===== src/dnr_pkg.sv =====
// ----------------------------------------------------------------------------
// dnr_pkg: shared types and constants for decimal narrowing
// Field structs, controller/datapath command and status groups, status codes
// and the constants of the limb-serial divide-by-ten.
// ----------------------------------------------------------------------------
package dnr_pkg;

  localparam int WIDE_BITS   = 256;
  localparam int NARROW_BITS = 96;
  localparam int MAX_SCALE   = 28;

  // The mantissa is divided by ten one limb per cycle, most significant first.
  localparam int LIMB_W     = 32;
  localparam int LIMBS      = WIDE_BITS / LIMB_W;
  localparam int LIMB_CNT_W = $clog2(LIMBS);

  // floor(2^35 / 10): the quotient estimate of a 36-bit partial dividend is
  // low by at most one, and a single correction step fixes it.
  localparam int               DIV_SHIFT = 35;
  localparam logic [LIMB_W-1:0] RECIP10  = 32'd3435973836;

  localparam logic [1:0] ST_OK      = 2'd0;
  localparam logic [1:0] ST_POS_OVF = 2'd1;
  localparam logic [1:0] ST_NEG_OVF = 2'd2;

  typedef struct packed {
    logic [63:0] mant_word0;
    logic [63:0] mant_word1;
    logic [63:0] mant_word2;
    logic [63:0] mant_word3;
    logic [5:0]  scale_in;
    logic        negative;
  } in_t;

  typedef struct packed {
    logic [63:0] result_low;
    logic [31:0] result_high;
    logic [4:0]  scale_out;
    logic [1:0]  status;
  } out_t;

  typedef struct packed {
    logic load;
    logic start_drop;
    logic div_step;
    logic round_step;
    logic finish;
  } cmd_t;

  typedef struct packed {
    logic too_wide;
    logic scale_zero;
    logic scale_over;
  } sts_t;

endpackage


===== src/dnr_ctrl.sv =====
// ----------------------------------------------------------------------------
// dnr_ctrl: sequencer for decimal narrowing
// Runs check, eight limb divide steps and a rounding step per dropped digit,
// and owns the input stall and the output valid flag.
// ----------------------------------------------------------------------------
module dnr_ctrl (
  input  logic          clk_i,
  input  logic          rst_ni,
  input  logic          in_valid_i,
  output logic          in_stall_o,
  output logic          out_valid_o,
  input  logic          out_stall_i,
  input  dnr_pkg::sts_t sts_i,
  output dnr_pkg::cmd_t cmd_o
);

  localparam logic [1:0] S_IDLE  = 2'd0;
  localparam logic [1:0] S_CHECK = 2'd1;
  localparam logic [1:0] S_DIV   = 2'd2;
  localparam logic [1:0] S_ROUND = 2'd3;

  localparam logic [dnr_pkg::LIMB_CNT_W-1:0] LAST_LIMB =
    dnr_pkg::LIMB_CNT_W'(dnr_pkg::LIMBS - 1);

  logic [1:0]                      state_q, state_d;
  logic [dnr_pkg::LIMB_CNT_W-1:0] cnt_q, cnt_d;
  logic                            out_vld_q, out_vld_d;
  logic                            out_free;
  logic                            need_drop;

  assign out_free  = !out_vld_q || !out_stall_i;
  assign need_drop = (sts_i.too_wide && !sts_i.scale_zero) ||
                     (!sts_i.too_wide && sts_i.scale_over);

  assign in_stall_o  = (state_q != S_IDLE);
  assign out_valid_o = out_vld_q;

  always_comb begin
    state_d   = state_q;
    cnt_d     = cnt_q;
    out_vld_d = out_vld_q && out_stall_i;
    cmd_o     = '0;
    case (state_q)
      S_IDLE: begin
        if (in_valid_i) begin
          cmd_o.load = 1'b1;
          state_d    = S_CHECK;
        end
      end
      S_CHECK: begin
        if (need_drop) begin
          cmd_o.start_drop = 1'b1;
          cnt_d            = '0;
          state_d          = S_DIV;
        end else if (out_free) begin
          // The result waits here until the output register can take it.
          cmd_o.finish = 1'b1;
          out_vld_d    = 1'b1;
          state_d      = S_IDLE;
        end
      end
      S_DIV: begin
        cmd_o.div_step = 1'b1;
        cnt_d          = cnt_q + dnr_pkg::LIMB_CNT_W'(1);
        if (cnt_q == LAST_LIMB) begin
          state_d = S_ROUND;
        end
      end
      S_ROUND: begin
        cmd_o.round_step = 1'b1;
        state_d          = S_CHECK;
      end
      default: begin
        state_d = S_IDLE;
      end
    endcase
  end

  always_ff @(posedge clk_i or negedge rst_ni) begin
    if (!rst_ni) begin
      state_q   <= S_IDLE;
      cnt_q     <= '0;
      out_vld_q <= 1'b0;
    end else begin
      state_q   <= state_d;
      cnt_q     <= cnt_d;
      out_vld_q <= out_vld_d;
    end
  end

endmodule


===== config.mk =====
export PLATFORM = sky130hd
export DESIGN_NAME = dnr_ctrl
export DESIGN_NICKNAME = d
export VERILOG_FILES = /design/src/dnr_pkg.sv /design/src/dnr_ctrl.sv
export SDC_FILE = /design/constraint.sdc
export NUM_CORES = 1
export LEC_CHECK = 0
export BUFFER_PORTS_ARGS = -buffer_cell sky130_fd_sc_hd__buf_2
export CORE_AREA = 2 2 39 41
export CTS_BUF_LIST = sky130_fd_sc_hd__clkbuf_8
export CTS_CLUSTER_DIAMETER = 60
export CTS_CLUSTER_SIZE = 16
export DETAILED_ROUTE_END_ITERATION = 7
export DIE_AREA = 0 0 41 43
export GPL_TIMING_DRIVEN = 1
export SKIP_LAST_GASP = 1
export SYNTH_ARGS = -nofsm -noshare
export SYNTH_HDL_FRONTEND = slang
export SYNTH_SLANG_ARGS = --single-unit

===== constraint.sdc =====
create_clock -name clk_i -period 1.8 [get_ports clk_i]
set_clock_uncertainty 0.2 [all_clocks]
set_input_delay 0.36 -clock clk_i [delete_from_list [all_inputs] [get_ports clk_i]]
set_output_delay 0.36 -clock clk_i [all_outputs]
set_load 0.02 [all_outputs]

==> impl_metrics.json, run 1 <==
{
  "timing.critical_path.arrival_ps": 1200,
  "top_level_ports": 14,
  "worst_slew_pin_slew_ps": 246,
  "die-height_um": 43,
  "wire_length_of_the_first_global_routing_pass_um": 1240,
  "ff_to_ff_setup_slack_ps": 270,
  "placement.setup.worst_slack_ps": 130,
  "cts_made_buffers": 3,
  "setup_viol_count_final": 0,
  "synth.yosys.seq_area_share": 0.370,
  "ys.warnings.count": 0,
  "leakage_nw": 0.328,
  "avgViaCountPerCell": 4.63,
  "globalRoute.totalOverflow": 0,
  "n_antenna_cell": 0,
  "finalPower_uw": 902,
  "initial_utilization": 0.293,
  "number_of_global_route_vias_before_repair": 301,
  "finalCritPeriodShare": 0.975,
  "worst_hold_path_type": "in -> reg",
  "synthToLayoutAreaGrowth_pct": 50.9,
  "grt_max_degree": 8,
  "grt_antenna_before_repair": 0,
  "routed_wire_length_per_instance_um": 10.8,
  "crit_path_cells": "inv_2 > buf_4 > ha_1 > and2_4 > buf_6",
  "post-dp-hpwl_um": 574,
  "routed_met2_length_um": 361,
  "h-tree-depth": 1,
  "clk_latency_ps": 210,
  "worstPathRequired_ps": 1240,
  "drt-met1-wl_um": 345,
  "drtAntennaViolNets": 0,
  "core-area_mm2": 0.00138,
  "layout_commonest_cell": "buf_2",
  "nNetsFinal": 71,
  "fin_util": 0.442,
  "final_slew_violations": 0,
  "layout_setup_ws_ps": 44.6,
  "synth_cell_types": 17,
  "critical-path-max-stage-delay_ps": 350,
  "std_cell_rows": 14,
  "synth_nets": 48,
  "synthCells": 34,
  "die_width_um": 41,
  "met3_wire_length_um": 57,
  "critical_path_top_delay_cell": "dfrtp_1",
  "buffer_ports.inserted": 13,
  "cts_num_sinks": 6,
  "track_usage": 0.104,
  "gp_routability_congestion": 0.665,
  "clk_pin_slew_worst_paths_ps": 40,
  "rsz0062_at_grt": "yes",
  "cp.buffers_inverters": 3,
  "layout-drive-gt1-share": 0.564,
  "num-fill-cells": 141,
  "fin_cells": 71,
  "finalHoldViolations": 0,
  "maxSlewHeadroom": 0.835,
  "route.detailed.drc": 0,
  "post_synth_instance_area_um2": 405,
  "drtPass1Iterations": 2,
  "final_cell_mix": "9 x buf_2, 7 x buf_4, 5 x ha_1, 5 x dfrtp_1, 3 x clkbuf_8",
  "mean_cell_area_of_the_mapped_netlist_um2": 11.9,
  "startpoint_type": "flop",
  "max-vdd-ir-drop_mv": 0.432,
  "status": "completed",
  "ys_ff_latch": 6,
  "clk_path_buf_depth": 2,
  "placedCellCount": 64,
  "power.density_cell_area_mw_per_mm2": 1470,
  "maxUsedRoutingLayer": "met3",
  "detailedRoute.firstIterationViolations": 4,
  "maximum_fanout_encountered_on_the_critical_timing_path": 3,
  "timing.final.crit_period_ps": 1760,
  "postRouteWirelength_um": 764,
  "worst_setup_end_kind": "primary output",
  "path_class": "reg -> out",
  "num_vias": 329,
  "fmax_mhz": 570,
  "max-cap-violations": 0,
  "tritoncts": "built",
  "dieArea_mm2": 0.00176,
  "cts_root_buffer": "clkbuf_8",
  "critical_path.top_delay_family": "flip-flops"
}
[timing repair]
action / 4_1_cts / 5_1_grt
endpoints found under the hold margin: 6 / 0
hold buffers: 1 / 0
resized for setup: 7 / 7
buffers inserted: 1 / 2
endpoints found under the setup margin: 4 / 5
[final timing paths]
kind / from / to / cells past startpoint
max: state_q[1]$_DFFE_PN0P_ / cmd_o[4] / 5
min: out_stall_i / out_valid_o$_DFF_PN0_ / 3
max reg2reg: state_q[1]$_DFFE_PN0P_ / state_q[1]$_DFFE_PN0P_ / 6
min reg2reg: cnt_q[1]$_DFFE_PN0P_ / cnt_q[1]$_DFFE_PN0P_ / 1
max in group asynchronous: rst_ni / state_q[0]$_DFFE_PN0P_ / 2
min in group asynchronous: rst_ni / state_q[1]$_DFFE_PN0P_ / 2
[cells by family after synthesis]
logic type	count (synthesis)	synth area share
AOI/OAI and AO/OA	8	0.173
and+or+nand+nor	8	0.164
adders and majority gates	7	0.216
DFF	6	0.370
buffers and inverters	3	0.0278
muxes	2	0.0494
[registers in the layout, summed over array words and instances, names as in the netlist]
register,count
state_q,2
out_valid_o,1
cnt_q,3
[worst reg2reg max path, cell delays in order, from the launching register on]
cell	delay [ps]
dfrtp_1	370
inv_2	70
ha_4	140
nand3_4	90
buf_4	160
o221a_4	240
mux2i_1	130
[metal layers]
metal	vias up	track usage
met4	0	0.0400
met1	155	0.134
li1	165	-
met2	9	0.156
met5	-	0
met3	0	0.0314
[final cells by class]
| cell class | instances | area, µm² | share of cell area |
|---|---|---|---|
| Sequential cell | 6 | 151 | 0.247 |
| Inverter | 3 | 11.3 | 0.0184 |
| Timing Repair Buffer | 18 | 119 | 0.194 |
| Clock buffer | 3 | 41.3 | 0.0675 |
| Tap cell | 16 | 20.0 | 0.0327 |
| Multi-Input combinational cell | 25 | 269 | 0.440 |
[cells in the mapped netlist (all sizes together)]
library cell | n | share of area
and3b | 1 | 0.022
nand2b | 3 | 0.065
o221a | 1 | 0.049
a21boi | 1 | 0.019
dfrtp | 6 | 0.37
a21o | 1 | 0.019
a21oi | 1 | 0.012
and2 | 1 | 0.015
ha | 7 | 0.22
mux2i | 2 | 0.049
inv | 3 | 0.028
nand2 | 2 | 0.019
nand3 | 1 | 0.043
o21ai | 2 | 0.025
a32o | 2 | 0.049
[through the flow]
| step | cell area, µm² | hold WS, ps | setup TNS [ps] |
|---|---|---|---|
| 6_report | 612 | 221 | 0 |
| 5_1_grt | 612 | 230 | -0.722 |
| 4_1_cts | 581 | 210 | 0 |
| 3_5_place_dp | 498 | -8.16 | 0 |
| 3_3_place_gp | 498 | -1.58 | 0 |
| 2_1_floorplan | 405 | -136 | 0 |
[power breakdown]
part           switching (mW)  internal, mW
clock network          0.0502         0.143
logic                   0.247         0.236
registers              0.0446         0.182
(Power assumes the default switching activity.)
==> run 2, diff against run 1 <==
--- a/config.mk
+++ b/config.mk
@@ -6,6 +6,8 @@
 export NUM_CORES = 1
 export LEC_CHECK = 0
 export BUFFER_PORTS_ARGS = -buffer_cell sky130_fd_sc_hd__buf_2
+export CELL_PAD_IN_SITES_DETAIL_PLACEMENT = 1
+export CELL_PAD_IN_SITES_GLOBAL_PLACEMENT = 1
 export CORE_AREA = 2 2 39 41
 export CTS_BUF_LIST = sky130_fd_sc_hd__clkbuf_8
 export CTS_CLUSTER_DIAMETER = 60
@@ -13,6 +15,7 @@
 export DETAILED_ROUTE_END_ITERATION = 7
 export DIE_AREA = 0 0 41 43
 export GPL_TIMING_DRIVEN = 1
+export PLACE_DENSITY_LB_ADDON = 0.1
 export SKIP_LAST_GASP = 1
 export SYNTH_ARGS = -nofsm -noshare
 export SYNTH_HDL_FRONTEND = slang
==> run 2 against run 1 <==
- routed wire length is 26% higher
- clock power increased by 4%
- global-route usage rose by 4.2 points
- design area up 0.41%
- hold slack lost 3.3 ps
- cell count decreased by 1.4%
- combinational power rose by 2%
- power is 2.6% higher
- largest power group unchanged
- highest routed layer is now met4
==> impl_metrics.json, run 2 (same netlist as run 1, synthesis figures left out) <==
{
  "setup_viol_count_final": 0,
  "layout-drive-gt1-share": 0.574,
  "core-area_mm2": 0.00138,
  "comb_power_share": 0.535,
  "dieArea_mm2": 0.00176,
  "max-cap-violations": 0,
  "finalPower_uw": 926,
  "routed_wire_length_per_instance_um": 13.8,
  "die-height_um": 43,
  "postLayoutCellArea_um2": 614,
  "rsz0062_at_grt": "yes",
  "placement.cell_area_um2": 498,
  "power.density_cell_area_mw_per_mm2": 1510,
  "cts_root_buffer": "clkbuf_8",
  "timing.critical_path.arrival_ps": 1220,
  "drtAntennaViolNets": 0,
  "final_slew_violations": 0,
  "tritoncts": "built",
  "layout_commonest_cell": "buf_2",
  "number_of_global_route_vias_before_repair": 378,
  "buffer_ports.inserted": 13,
  "avgViaCountPerCell": 4.84,
  "placement.setup.worst_slack_ps": 88.5,
  "initial_utilization": 0.293,
  "wire_length_of_the_first_global_routing_pass_um": 1640,
  "max-vdd-ir-drop_mv": 0.484,
  "num_vias": 339,
  "route.detailed.drc": 0,
  "switching_power_uw": 366,
  "worst_hold_slack_ps": 217,
  "post-dp-hpwl_um": 785,
  "top_level_ports": 14,
  "critical-path-max-stage-delay_ps": 440,
  "timing.final.crit_period_ps": 1780,
  "nNetsFinal": 70,
  "finalHoldViolations": 0,
  "largest_register_ffs": 3,
  "cts_made_buffers": 3,
  "clk_path_buf_depth": 2,
  "drtPass1Iterations": 2,
  "proportion_of_total_power_due_to_net_switching": 0.395,
  "clk_latency_ps": 220,
  "globalRoute.totalOverflow": 0,
  "placedCellCount": 64,
  "h-tree-depth": 1,
  "detailedRoute.firstIterationViolations": 4,
  "crit_path_cells": "inv_2 > ha_2 > buf_2",
  "power.share.sequential": 0.248,
  "largest_register": "cnt_q",
  "maxSlewHeadroom": 0.844,
  "totalNegativeSetupSlack_ps": 0,
  "status": "completed",
  "std_cell_rows": 14,
  "leakage_nw": 0.323,
  "final_cell_mix": "10 x buf_2, 5 x dfrtp_1, 5 x buf_4, 4 x ha_1, 3 x clkbuf_8",
  "internal_power_uw": 560,
  "fmax_mhz": 561,
  "fin_util": 0.444,
  "num-fill-cells": 162,
  "gp_routability_congestion": 0.672,
  "synthToLayoutAreaGrowth_pct": 51.5,
  "die_width_um": 41,
  "critical_path_top_delay_cell": "dfrtp_2",
  "maximum_fanout_encountered_on_the_critical_timing_path": 7,
  "worst_setup_end_kind": "primary output",
  "clk_pin_slew_worst_paths_ps": 40,
  "startpoint_type": "flop",
  "clkPwrFrac": 0.218,
  "finalCritPeriodShare": 0.990,
  "n_antenna_cell": 0,
  "fin_cells": 70,
  "worst_slew_pin_slew_ps": 233,
  "grt_max_degree": 8,
  "layout_setup_ws_ps": 17.5,
  "path_class": "reg -> out",
  "grt_antenna_before_repair": 0,
  "track_usage": 0.146,
  "cts_num_sinks": 6,
  "worstPathRequired_ps": 1240,
  "postRouteWirelength_um": 963,
  "worst_hold_path_type": "in -> reg"
}
[run 2: cell count changes in the layout (fill, tap and decap cells not counted), sizes merged]
cell / change
buf: -1
[run 2: area by class of cell]
class | count | area (µm²) | area share
Timing Repair Buffer | 17 | 109 | 0.177
Sequential cell | 6 | 151 | 0.246
Clock buffer | 3 | 41.3 | 0.0672
Tap cell | 16 | 20.0 | 0.0326
Inverter | 3 | 11.3 | 0.0183
Multi-Input combinational cell | 25 | 282 | 0.458
[run 2: path summary, 6_finish.rpt]
| path | slack (ps) | startpoint | depth (start not counted) | endpoint |
|---|---|---|---|---|
| setup / recovery | 20 | state_q[0]$_DFFE_PN0P_ | 3 | cmd_o[2] |
| hold / removal | 220 | out_stall_i | 3 | out_valid_o$_DFF_PN0_ |
| setup reg to reg | 220 | state_q[1]$_DFFE_PN0P_ | 6 | state_q[0]$_DFFE_PN0P_ |
| hold reg to reg | 300 | cnt_q[0]$_DFFE_PN0P_ | 1 | cnt_q[0]$_DFFE_PN0P_ |
| max in group asynchronous | 940 | rst_ni | 2 | state_q[0]$_DFFE_PN0P_ |
| min in group asynchronous | 290 | rst_ni | 2 | cnt_q[0]$_DFFE_PN0P_ |
[run 2: power by group through the flow]
stage / sequential [mW] / combinational [mW] / clock (mW)
after floorplan: 0.224 / 0.272 / 0
after global placement: 0.215 / 0.384 / 0
after detailed placement: 0.222 / 0.406 / 0
after CTS: 0.227 / 0.456 / 0.209
after global routing: 0.237 / 0.550 / 0.220
final: 0.229 / 0.495 / 0.201
[run 2: critical path: cells and delay by family, from the launching register on]
kind	cells	cell delay (ps)
fa+ha+maj	1	260
buf+inv	2	300
flops	1	440
[run 2: metal layers]
metal  part of all wire  track usage
met4              0.011       0.0800
met2               0.55        0.241
met3              0.063       0.0628
met5                  0            0
met1               0.37        0.142
[run 2: what timing repair did]
| action | 4_1_cts | 5_1_grt |
|---|---|---|
| setup endpoints to repair | 5 | 5 |
| hold buffers | 1 | 0 |
| resized for setup | 9 | 6 |
| setup buffers | 1 | 1 |
| hold endpoints to repair | 6 | 0 |
